[src/rtl/smbbm_pkg.sv]
package smbbm_pkg;

  // fixed field widths
  localparam int ADDR_BITS      = 3;
  localparam int CFG_BITS       = 16;
  localparam int DELAY_BITS     = 16;
  localparam int CNT_BITS       = 2;
  localparam int SRC_BITS       = 2;
  localparam int CFG_INDEX_BITS = 1;

  // item opcodes
  localparam logic OP_TICK    = 1'b0;
  localparam logic OP_REQUEST = 1'b1;

  // request sources (anything else takes no extra delay)
  localparam logic [SRC_BITS-1:0] SRC_DIRECT = 2'd0;
  localparam logic [SRC_BITS-1:0] SRC_BUTTON = 2'd1;

  // configuration register indexes
  localparam logic [CFG_INDEX_BITS-1:0] CFG_BUTTON_DELAY    = 1'd0;
  localparam logic [CFG_INDEX_BITS-1:0] CFG_DISCONNECT_TIME = 1'd1;

  // pending queue fill levels
  localparam logic [CNT_BITS-1:0] CNT_ZERO = 2'd0;
  localparam logic [CNT_BITS-1:0] CNT_ONE  = 2'd1;
  localparam logic [CNT_BITS-1:0] CNT_TWO  = 2'd2;

  localparam logic [DELAY_BITS-1:0] DELAY_MAX = 16'hFFFF;

endpackage

[src/rtl/sim_mux_break_before_make_sequencer_unit.sv]
// path: an input transaction passes the input register, then the result register
// throughput: one item per cycle unless stalled; the state update for one item is a
// single pass of compares and adds on registered state, so items follow back to back
// reset: rst is synchronous, active high; clears time counter, mux state,
// pending queue, configuration registers and both valid flags
module sim_mux_break_before_make_sequencer_unit import smbbm_pkg::*; #(
  parameter int SLOT_BITS = 3,
  parameter int TIME_BITS = 32
) (
  input  logic                      clk,
  input  logic                      rst,
  // input item channel
  input  logic                      in_valid,
  output logic                      in_stall,
  input  logic                      opcode,
  input  logic [SRC_BITS-1:0]       request_source,
  input  logic                      req_enabled,
  input  logic [ADDR_BITS-1:0]      req_slot,
  // result channel
  output logic                      out_valid,
  input  logic                      out_stall,
  output logic                      host_enable,
  output logic                      path_enable,
  output logic [ADDR_BITS-1:0]      mux_address,
  output logic [CNT_BITS-1:0]       pending_count,
  output logic [CNT_BITS-1:0]       applied_count,
  output logic [DELAY_BITS-1:0]     next_delay,
  // configuration write channel
  input  logic                      cfg_valid,
  output logic                      cfg_ready,
  input  logic [CFG_INDEX_BITS-1:0] cfg_index,
  input  logic [CFG_BITS-1:0]       cfg_data
);

  // slot bits actually kept: the request field has only ADDR_BITS bits
  localparam int SW = (SLOT_BITS < ADDR_BITS) ? SLOT_BITS : ADDR_BITS;
  localparam int TMSB = TIME_BITS - 1;

  // configuration registers
  logic [CFG_BITS-1:0] button_delay;
  logic [CFG_BITS-1:0] disconnect_time;

  // input register stage
  logic                 s1_valid;
  logic                 s1_opcode;
  logic [SRC_BITS-1:0]  s1_source;
  logic                 s1_enabled;
  logic [ADDR_BITS-1:0] s1_slot;
  logic                 s1_advance;

  // sequencer state
  logic [TIME_BITS-1:0] time_now;
  logic                 cur_enabled;
  logic [SW-1:0]        cur_slot;
  logic [TIME_BITS-1:0] cur_stamp;
  logic                 p0_enabled, p1_enabled;
  logic [SW-1:0]        p0_slot, p1_slot;
  logic [TIME_BITS-1:0] p0_stamp, p1_stamp;
  logic [CNT_BITS-1:0]  pend_count;

  logic [TIME_BITS-1:0] time_now_next;
  logic                 cur_enabled_next;
  logic [SW-1:0]        cur_slot_next;
  logic [TIME_BITS-1:0] cur_stamp_next;
  logic                 p0_enabled_next, p1_enabled_next;
  logic [SW-1:0]        p0_slot_next, p1_slot_next;
  logic [TIME_BITS-1:0] p0_stamp_next, p1_stamp_next;
  logic [CNT_BITS-1:0]  pend_count_next;
  logic [CNT_BITS-1:0]  applied_next;
  logic [DELAY_BITS-1:0] delay_next;

  // tick path
  logic [TIME_BITS-1:0] time_inc;
  logic [TIME_BITS-1:0] due_diff0, due_diff1;
  logic                 due0, due1;

  // request path
  logic [SW-1:0]        req_slot_kept;
  logic [TIME_BITS-1:0] start_time;
  logic [TIME_BITS-1:0] min_on_time;
  logic [TIME_BITS-1:0] on_diff;
  logic [TIME_BITS-1:0] disc_ext;

  logic [TIME_BITS-1:0] delay_diff;

  // config writes are taken at any time; the block is idle by contract
  assign cfg_ready = 1'b1;

  always_ff @(posedge clk) begin
    if (rst) begin
      button_delay    <= '0;
      disconnect_time <= '0;
    end else if (cfg_valid && cfg_ready) begin
      case (cfg_index)
        CFG_BUTTON_DELAY:    button_delay    <= cfg_data;
        CFG_DISCONNECT_TIME: disconnect_time <= cfg_data;
        default: ;
      endcase
    end
  end

  // the input register moves on whenever the result register can take its item
  assign s1_advance = s1_valid && !(out_valid && out_stall);
  assign in_stall   = s1_valid && out_valid && out_stall;

  always_ff @(posedge clk) begin
    if (rst) begin
      s1_valid <= 1'b0;
    end else if (!in_stall) begin
      s1_valid <= in_valid;
    end
  end

  always_ff @(posedge clk) begin
    if (in_valid && !in_stall) begin
      s1_opcode  <= opcode;
      s1_source  <= request_source;
      s1_enabled <= req_enabled;
      s1_slot    <= req_slot;
    end
  end

  assign disc_ext      = TIME_BITS'(disconnect_time);
  assign req_slot_kept = s1_slot[SW-1:0];

  // due checks against the advanced time, both slots in parallel
  assign time_inc  = time_now + TIME_BITS'(1);
  assign due_diff0 = time_inc - p0_stamp;
  assign due_diff1 = time_inc - p1_stamp;
  assign due0      = (pend_count != CNT_ZERO) && !due_diff0[TMSB];
  assign due1      = (pend_count == CNT_TWO) && !due_diff1[TMSB];

  // button requests start late; other sources start now
  assign start_time  = (s1_source == SRC_BUTTON) ?
                       time_now + TIME_BITS'(button_delay) : time_now;
  assign min_on_time = cur_stamp + disc_ext;
  assign on_diff     = start_time - min_on_time;

  always_comb begin
    time_now_next    = time_now;
    cur_enabled_next = cur_enabled;
    cur_slot_next    = cur_slot;
    cur_stamp_next   = cur_stamp;
    p0_enabled_next  = p0_enabled;
    p0_slot_next     = p0_slot;
    p0_stamp_next    = p0_stamp;
    p1_enabled_next  = p1_enabled;
    p1_slot_next     = p1_slot;
    p1_stamp_next    = p1_stamp;
    pend_count_next  = pend_count;
    applied_next     = CNT_ZERO;

    if (s1_opcode == OP_TICK) begin
      time_now_next = time_inc;
      if (due0) begin
        // head applies, queue shifts down
        p0_enabled_next = p1_enabled;
        p0_slot_next    = p1_slot;
        p0_stamp_next   = p1_stamp;
        if (due1) begin
          // second entry due on the same tick
          cur_enabled_next = p1_enabled;
          cur_slot_next    = p1_slot;
          cur_stamp_next   = p1_stamp;
          pend_count_next  = CNT_ZERO;
          applied_next     = CNT_TWO;
        end else begin
          cur_enabled_next = p0_enabled;
          cur_slot_next    = p0_slot;
          cur_stamp_next   = p0_stamp;
          pend_count_next  = pend_count - CNT_ONE;
          applied_next     = CNT_ONE;
        end
      end
    end else if (s1_source == SRC_DIRECT) begin
      // direct requests replace the schedule, even off to off
      p0_enabled_next = s1_enabled;
      p0_slot_next    = req_slot_kept;
      p0_stamp_next   = time_now;
      pend_count_next = CNT_ONE;
    end else if (cur_enabled && s1_enabled) begin
      // break before make: off step carrying the new slot, then on
      p0_enabled_next = 1'b0;
      p0_slot_next    = req_slot_kept;
      p0_stamp_next   = start_time;
      p1_enabled_next = 1'b1;
      p1_slot_next    = req_slot_kept;
      p1_stamp_next   = start_time + disc_ext;
      pend_count_next = CNT_TWO;
    end else if (!cur_enabled && s1_enabled) begin
      // turn on no earlier than the minimum off time
      p0_enabled_next = 1'b1;
      p0_slot_next    = req_slot_kept;
      p0_stamp_next   = on_diff[TMSB] ? min_on_time : start_time;
      pend_count_next = CNT_ONE;
    end else if (cur_enabled && !s1_enabled) begin
      p0_enabled_next = 1'b0;
      p0_slot_next    = req_slot_kept;
      p0_stamp_next   = start_time;
      pend_count_next = CNT_ONE;
    end
  end

  // distance to the queue head, clamped at zero and at the field maximum
  assign delay_diff = p0_stamp_next - time_now_next;

  always_comb begin
    if (pend_count_next == CNT_ZERO || delay_diff[TMSB]) begin
      delay_next = '0;
    end else if (delay_diff > TIME_BITS'(DELAY_MAX)) begin
      delay_next = DELAY_MAX;
    end else begin
      delay_next = delay_diff[DELAY_BITS-1:0];
    end
  end

  always_ff @(posedge clk) begin
    if (rst) begin
      time_now    <= '0;
      cur_enabled <= 1'b0;
      cur_slot    <= '0;
      cur_stamp   <= '0;
      p0_enabled  <= 1'b0;
      p0_slot     <= '0;
      p0_stamp    <= '0;
      p1_enabled  <= 1'b0;
      p1_slot     <= '0;
      p1_stamp    <= '0;
      pend_count  <= CNT_ZERO;
    end else if (s1_advance) begin
      time_now    <= time_now_next;
      cur_enabled <= cur_enabled_next;
      cur_slot    <= cur_slot_next;
      cur_stamp   <= cur_stamp_next;
      p0_enabled  <= p0_enabled_next;
      p0_slot     <= p0_slot_next;
      p0_stamp    <= p0_stamp_next;
      p1_enabled  <= p1_enabled_next;
      p1_slot     <= p1_slot_next;
      p1_stamp    <= p1_stamp_next;
      pend_count  <= pend_count_next;
    end
  end

  // result register: holds while the consumer stalls
  always_ff @(posedge clk) begin
    if (rst) begin
      out_valid <= 1'b0;
    end else if (s1_advance) begin
      out_valid <= 1'b1;
    end else if (!out_stall) begin
      out_valid <= 1'b0;
    end
  end

  always_ff @(posedge clk) begin
    if (s1_advance) begin
      host_enable   <= cur_enabled_next;
      path_enable   <= cur_enabled_next;
      mux_address   <= ADDR_BITS'(cur_slot_next);
      pending_count <= pend_count_next;
      applied_count <= applied_next;
      next_delay    <= delay_next;
    end
  end

endmodule

[config.mk]
export PLATFORM = sky130hd
export DESIGN_NAME = sim_mux_break_before_make_sequencer_unit
export DESIGN_NICKNAME = d
export VERILOG_FILES = /design/src/rtl/smbbm_pkg.sv /design/src/rtl/sim_mux_break_before_make_sequencer_unit.sv
export SDC_FILE = /design/constraint.sdc
export NUM_CORES = 1
export LEC_CHECK = 0
export BUFFER_PORTS_ARGS = -buffer_cell sky130_fd_sc_hd__buf_4
export CELL_PAD_IN_SITES_DETAIL_PLACEMENT = 1
export CELL_PAD_IN_SITES_GLOBAL_PLACEMENT = 1
export CORE_AREA = 4 4 189 191
export DETAILED_ROUTE_END_ITERATION = 12
export DIE_AREA = 0 0 193 195
export PLACE_DENSITY_LB_ADDON = 0.2
export SLEW_MARGIN = 40
export SYNTH_ARGS = -nofsm -noshare
export SYNTH_HDL_FRONTEND = slang
export SYNTH_SLANG_ARGS = --single-unit
[constraint.sdc]
create_clock -name clk -period 23.2 [get_ports clk]
set_input_delay 4.64 -clock clk [delete_from_list [all_inputs] [get_ports clk]]
set_output_delay 4.64 -clock clk [all_outputs]
set_load 0.03 [all_outputs]
# ---- After elaboration in Yosys (flattened, before gate mapping)
# Index checks and enable logic that the tools add are counted.
dict set report op_classes {
  n_addsub 9
  n_lt_le_gt_ge 1
  n_eq_ne 4
  muxes 39
  bitwise 4
  reduce_logical 27
}
# op n
set ops {}
lappend ops {{$mux W32} 10}
lappend ops {{$sub A32 B32 Y32} 4}
lappend ops {{$add A32 B16 Y32} 3}
lappend ops {{$add A32 B1 Y32 const B} 1}
lappend ops {{$gt A32 B16 Y1 const B} 1}
lappend ops {{$mux W3} 9}
lappend ops {{$mux W16} 1}
lappend ops {{$mux W2} 8}
lappend ops {{$mux W1} 11}
lappend ops {{$logic_and A1 B1 Y1} 10}
lappend ops {{$logic_not A1 Y1} 6}
lappend ops {{$reduce_and A3 Y1} 2}
lappend ops {{$ne A5 B1 Y1 const B} 1}
lappend ops {{$logic_not A2 Y1} 2}
lappend ops {{$not A1 Y1} 4}
lappend ops {{$reduce_and A2 Y1} 2}
lappend ops {{$reduce_and A4 Y1} 1}
lappend ops {{$reduce_bool A2 Y1} 2}
lappend ops {{$eq A2 B1 Y1 const B} 1}
lappend ops {{$eq A2 B2 Y1 const B} 1}
lappend ops {{$ne A2 B1 Y1 const B} 1}
lappend ops {{$reduce_or A2 Y1} 1}
lappend ops {{$sub A2 B1 Y2 const B} 1}
lappend ops {{$logic_or A1 B1 Y1} 1}
dict set report word_totals {
  ff_bits 207
  in_bits 29
  out_inout_bits 28
  wordCells 108
}

# ---- Longest topological paths before layout
dict set report depth {
  depth_word 11
  depth_mapped 44
  depth_no_buf 42
}

# ---- Least setup slack after synthesis
# OpenSTA, ideal clock, no wires.
dict set report synth_path {
  path_type {input port to output port}
  startpoint {in out_stall}
  endpoint {out in_stall}
  arrival_time_ns 4.991
  required_ns 18.560
  slack_ns 13.569
  stages 1
  n_path_buf 0
  path_cell_list {and3_1}
}
dict set report synth_between {
  elab_chain_cells 1
}
# element line_no
set synth_rtl {}
lappend synth_rtl {{start: declaration} sim_mux_break_before_make_sequencer_unit.sv:21} ;# input logic out_stall,
lappend synth_rtl {{$logic_and A1 B1 Y1} sim_mux_break_before_make_sequencer_unit.sv:104} ;# assign in_stall = s1_valid && out_valid && out_stall;
lappend synth_rtl {{end: declaration} sim_mux_break_before_make_sequencer_unit.sv:14} ;# output logic in_stall,
# Every way passes these cells.

# ---- Worst setup path in the final report
dict set report layout_path {
  startpoint {reg time_now[0]}
  endpoint {reg next_delay[1], data pin}
}
dict set report layout_between {
  elab_chain_cells 11
  word_cells_on_any_way 26
  cone_classes {6 x add/sub; 1 x order compare; 13 x mux; 6 x reduce/logical}
}
# element line_no
set layout_rtl {}
lappend layout_rtl {{start: declaration} sim_mux_break_before_make_sequencer_unit.sv:52} ;# logic [TIME_BITS-1:0] time_now;
lappend layout_rtl {{start signal: assignment} sim_mux_break_before_make_sequencer_unit.sv:231} ;# time_now <= time_now_next;
lappend layout_rtl {{$add A32 B16 Y32} sim_mux_break_before_make_sequencer_unit.sv:135} ;# time_now + TIME_BITS'(button_delay) : time_now;
lappend layout_rtl {{$mux W32} sim_mux_break_before_make_sequencer_unit.sv:134} ;# assign start_time = (s1_source == SRC_BUTTON) ?
lappend layout_rtl {{$sub A32 B32 Y32} sim_mux_break_before_make_sequencer_unit.sv:137} ;# assign on_diff = start_time - min_on_time;
lappend layout_rtl {{$mux W32} sim_mux_break_before_make_sequencer_unit.sv:194} ;# p0_stamp_next = on_diff[TMSB] ? min_on_time : start_time;
lappend layout_rtl {{$mux W32} sim_mux_break_before_make_sequencer_unit.sv:190} ;# end else if (!cur_enabled && s1_enabled) begin
lappend layout_rtl {{$mux W32} sim_mux_break_before_make_sequencer_unit.sv:181} ;# end else if (cur_enabled && s1_enabled) begin
lappend layout_rtl {{$mux W32} sim_mux_break_before_make_sequencer_unit.sv:175} ;# end else if (s1_source == SRC_DIRECT) begin
lappend layout_rtl {{$mux W32} sim_mux_break_before_make_sequencer_unit.sv:153} ;# if (s1_opcode == OP_TICK) begin
lappend layout_rtl {{$sub A32 B32 Y32} sim_mux_break_before_make_sequencer_unit.sv:205} ;# assign delay_diff = p0_stamp_next - time_now_next;
lappend layout_rtl {{$gt A32 B16 Y1} sim_mux_break_before_make_sequencer_unit.sv:210} ;# end else if (delay_diff > TIME_BITS'(DELAY_MAX)) begin
lappend layout_rtl {{$mux W16} sim_mux_break_before_make_sequencer_unit.sv:210}
lappend layout_rtl {{end signal: assignment} sim_mux_break_before_make_sequencer_unit.sv:263} ;# next_delay <= delay_next;
lappend layout_rtl {{end: declaration} sim_mux_break_before_make_sequencer_unit.sv:27} ;# output logic [DELAY_BITS-1:0] next_delay,
# Parallel ways exist; a longest one is shown, timed or not.
# A chain may end at the register's enable or synchronous reset.

==> out/summary.json <==
{
  "status": {"value": "completed"},
  "io_buffer_count": {"value": 55},
  "worst_ep_required_time": {"value": 23.46, "unit": "ns"},
  "number_of_standard_cells_in_the_layout_taps_in_and_fillers_out": {"value": 2697},
  "first_global_vias": {"value": 17700},
  "crit_path_max_fanout": {"value": 23},
  "tritoncts": {"value": "yes"},
  "worst_path_max_delay_cell": {"value": "sky130_fd_sc_hd__a2111oi_2"},
  "min_period": {"value": 12.41, "unit": "ns"},
  "sw_frac_of_total": {"value": 33.7, "unit": "%"},
  "fmax": {"value": 0.0806, "unit": "GHz"},
  "combinationalPowerShare": {"value": 25.5, "unit": "%"},
  "syn_to_final_growth": {"value": 8.48, "unit": "%"},
  "synthSimpleGateAreaFrac": {"value": 19.3, "unit": "%"},
  "synthesis.instances": {"value": 2254},
  "cts_hold_buf": {"value": 0},
  "post_synth_fa_ha_maj_area_fraction": {"value": 12.6, "unit": "%"},
  "timing.critical_path.slowest_cell_delay": {"value": 0.75, "unit": "ns"},
  "design_power_total": {"value": 1.07, "unit": "mW"},
  "synth_seq_cells": {"value": 207},
  "post_cts_resized": {"value": 0},
  "pre_cts_slack": {"value": 11.23, "unit": "ns"},
  "clock_root_buffer": {"value": "sky130_fd_sc_hd__clkbuf_16"},
  "initial_core_utilization": {"value": 51.4, "unit": "%"},
  "p_int": {"value": 709, "unit": "uW"},
  "synthFlopType": {"value": "sky130_fd_sc_hd__dfxtp_1"},
  "die_height": {"value": 195, "unit": "um"},
  "clock_tree.htree_level_count": {"value": 1},
  "worstSetupStartpointType": {"value": "flop"},
  "worst_skew_late_latency": {"value": 0.55, "unit": "ns"},
  "drv_cap": {"value": 0},
  "clock-skew-final": {"value": 0.0144, "unit": "ns"},
  "final_layout_size_suffix_gt1_share": {"value": 7.85, "unit": "%"},
  "syn-mean-instance-area": {"value": 7.78, "unit": "sq um"},
  "vias_after_detailed_routing": {"value": 17500},
  "worstSetupPathType": {"value": "flop to flop"},
  "yosys-mux-area-fraction": {"value": 2.65, "unit": "%"},
  "wirelength": {"value": 67900, "unit": "um"},
  "post-synth-top-area-fraction": {"value": 20.1, "unit": "%"},
  "synth.cells.most_frequent": {"value": "sky130_fd_sc_hd__nand2_1, sky130_fd_sc_hd__a21oi_1, sky130_fd_sc_hd__nor2_1, sky130_fd_sc_hd__dfxtp_1, sky130_fd_sc_hd__ha_1"},
  "power.ir.vdd_worst": {"value": 72.0, "unit": "uV"},
  "drc": {"value": 0},
  "cts.path.max_buffers": {"value": 3},
  "synth.yosys.seq_area_share": {"value": 25.4, "unit": "%"},
  "tritoncts.num_buffers": {"value": 25},
  "clk_pin_slew_worst_paths": {"value": 0.06, "unit": "ns"},
  "worst_slew_margin_rel": {"value": 38.4, "unit": "%"},
  "synth_top_family_by_area": {"value": "compound AO/OA/AOI/OAI gates"},
  "grt_overall_usage": {"value": 35.5, "unit": "%"},
  "drt_first_pass_iters": {"value": 5},
  "pwr_density_cell": {"value": 56.2, "unit": "nW/um^2"},
  "hp-start": {"value": "button_delay[2]"},
  "synth-xor-area-share": {"value": 9.83, "unit": "%"},
  "synth_compound_area_share": {"value": 24.6, "unit": "%"},
  "synth.most_common_cell": {"value": "sky130_fd_sc_hd__nand2_1"},
  "synth_cell_types": {"value": 91},
  "routed_wire_length_per_instance": {"value": 25.2, "unit": "um"},
  "rsz_0062_raised_after_global_routing": {"value": "false"},
  "synthArstFlopShare": {"value": 0, "unit": "%"},
  "die-area": {"value": 37600, "unit": "sq um"},
  "post-cts-setup-buffers": {"value": 0},
  "ys_warn_count": {"value": 0},
  "hold_path_class": {"value": "flop to flop"},
  "ios": {"value": 57},
  "antenna-diode-count": {"value": 0},
  "num-nets-final": {"value": 2427},
  "drt_iter0_markers": {"value": 1710},
  "yosys-top-cells-area": {"value": "sky130_fd_sc_hd__dfxtp_1, sky130_fd_sc_hd__ha_1, sky130_fd_sc_hd__a21oi_1"},
  "detail_route.vias_per_cell": {"value": 6.49},
  "fp.coreArea": {"value": 34100, "unit": "sq um"},
  "detail-route-antenna-nets": {"value": 0},
  "p_leak": {"value": 7.32, "unit": "nW"},
  "setup_ws": {"value": 10.79, "unit": "ns"},
  "number_of_enable_flip_flop_cells_after_synthesis": {"value": 31},
  "place_inst": {"value": 2652},
  "setup_tns_final": {"value": 0, "unit": "ns"},
  "core.rowCount": {"value": 68},
  "antenna_violations_before_repair": {"value": 1},
  "die_x": {"value": 193, "unit": "um"},
  "cpMostUsedCell": {"value": "sky130_fd_sc_hd__o21ai_0"},
  "switchingPower": {"value": 360, "unit": "uW"},
  "detailed_place_hpwl": {"value": 51700, "unit": "um"},
  "end_kind": {"value": "flop"},
  "post_synth_instance_area": {"value": 17500, "unit": "sq um"},
  "synth_largest_area_cell": {"value": "sky130_fd_sc_hd__dfxtp_1"},
  "worstSetupStartpoint": {"value": "time_now[0]"},
  "timing.final.max_slew_violations": {"value": 0},
  "clock_power_share": {"value": 38.1, "unit": "%"},
  "grt_start_max_net_pins": {"value": 99},
  "seq_power_share": {"value": 36.4, "unit": "%"},
  "total_buffers_and_inverters_traversed_by_the_critical_path": {"value": 4},
  "fin_crit_sh": {"value": 53.5, "unit": "%"},
  "grt_pass1_wl": {"value": 105000, "unit": "um"},
  "clock_sink_count": {"value": 207},
  "setup_violations": {"value": 0},
  "cp_data_arrival_time": {"value": 12.67, "unit": "ns"},
  "rr_startpoint": {"value": "time_now[0]"},
  "worst-slew-pin-transition": {"value": 0.923, "unit": "ns"},
  "overflow": {"value": 0},
  "synth_nets": {"value": 2457},
  "timing.critical_path.max_delay_family": {"value": "compound AO/OA/AOI/OAI gates"},
  "hold_viol_final": {"value": 0},
  "final_weighted_congestion_of_routability_driven_global_placement": {"value": 0.984}
}
[worst reg2reg max path, delay by kind of cell, from the launching register on]
family                   cells  cell delay [ns]
AO/OA/AOI/OAI               21             5.34
XOR/XNOR                     3             0.77
adder cells (fa/ha/maj)      5             1.54
buffers and inverters        4             1.37
flip-flops                   1             0.55
multiplexers                 1             0.12
AND/OR/NAND/NOR             11             2.43
[routing by layer]
metal,global-route usage (%),vias to the layer above,part of all wire (%)
li1,-,8040,-
met3,6.74,147,9.3
met4,9.94,2,3.2
met2,53.6,773,43
met5,0,-,0.021
met1,51.7,8546,45
[through the flow]
stage,instance area [sq um],hold slack (ns),util [%]
after detailed placement,18200,0.469,53.3
after global routing,19000,0.513,55.8
after floorplan,17500,0.441,-
after CTS,19000,0.479,55.7
final,19000,0.481,55.8
after global placement,18200,0.455,53.2
[placed cells by master, fill, tap and decap left out, types with 18 or more instances in the layout]
master / netlist / routed
sky130_fd_sc_hd__mux2i_1: 44 / 44
sky130_fd_sc_hd__a211oi_1: 57 / 56
sky130_fd_sc_hd__or3_1: 21 / 21
sky130_fd_sc_hd__and3_1: 18 / 18
sky130_fd_sc_hd__a31oi_1: 27 / 27
sky130_fd_sc_hd__a21o_1: 45 / 45
sky130_fd_sc_hd__nand2_1: 269 / 269
sky130_fd_sc_hd__o22ai_1: 20 / 19
sky130_fd_sc_hd__a21oi_1: 220 / 220
sky130_fd_sc_hd__nand3_1: 53 / 53
sky130_fd_sc_hd__o21ai_0: 97 / 97
sky130_fd_sc_hd__o31ai_1: 19 / 19
sky130_fd_sc_hd__a221oi_1: 23 / 23
sky130_fd_sc_hd__xnor2_1: 104 / 104
sky130_fd_sc_hd__nor2_1: 211 / 207
sky130_fd_sc_hd__xor2_1: 77 / 77
sky130_fd_sc_hd__inv_1: 105 / 104
sky130_fd_sc_hd__buf_4: 5 / 78
sky130_fd_sc_hd__clkbuf_16: 0 / 26
sky130_fd_sc_hd__dfxtp_1: 176 / 176
sky130_fd_sc_hd__nand2b_1: 19 / 18
sky130_fd_sc_hd__nor3_1: 35 / 35
sky130_fd_sc_hd__nand4_1: 30 / 30
sky130_fd_sc_hd__ha_1: 170 / 170
sky130_fd_sc_hd__edfxtp_1: 31 / 31
sky130_fd_sc_hd__o211ai_1: 18 / 18
[cell families after synthesis]
kind of cell / after synthesis
other cells: 1
mux: 46
xor+xnor: 187
buf+inv: 244
compound gates: 663
flops: 207
simple gates: 732
fa+ha+maj: 174
[power by group through the flow]
| stage | Combinational, mW | Sequential (mW) | Clock [mW] |
|---|---|---|---|
| 2_1_floorplan | 0.179 | 0.397 | 0 |
| 6_report | 0.273 | 0.389 | 0.408 |
| 3_3_place_gp | 0.255 | 0.395 | 0 |
| 3_5_place_dp | 0.264 | 0.396 | 0 |
| 5_1_grt | 0.293 | 0.389 | 0.426 |
| 4_1_cts | 0.267 | 0.388 | 0.413 |
[registers in the layout (all words and copies together), names as in the netlist, 2 cells and up]
name and flops:
applied_count 2, button_delay 16, cur_slot 3, cur_stamp 32
disconnect_time 16, mux_address 3, next_delay 16, p0_slot 3
p0_stamp 32, p1_slot 3, p1_stamp 32, pend_count 2
pending_count 2, req_slot_kept 3, s1_source 2, time_now 32
[cell type report]
class / count / area (sq um)
clock buffer: 34 / 711
fill: 4221 / 15100
timing repair buffer: 80 / 608
inverter: 107 / 402
tap: 455 / 569
clock inverter: 11 / 118
multi-input combinational: 1803 / 12200
sequential: 207 / 4450
[final timing paths]
check	depth (start not counted)	end	slack, ns
max	45	next_delay[1]	10.79
min	2	button_delay[2]	0.48
max reg2reg	45	next_delay[1]	10.79
min reg2reg	2	button_delay[2]	0.48
Power figures use the tool's default switching activity.
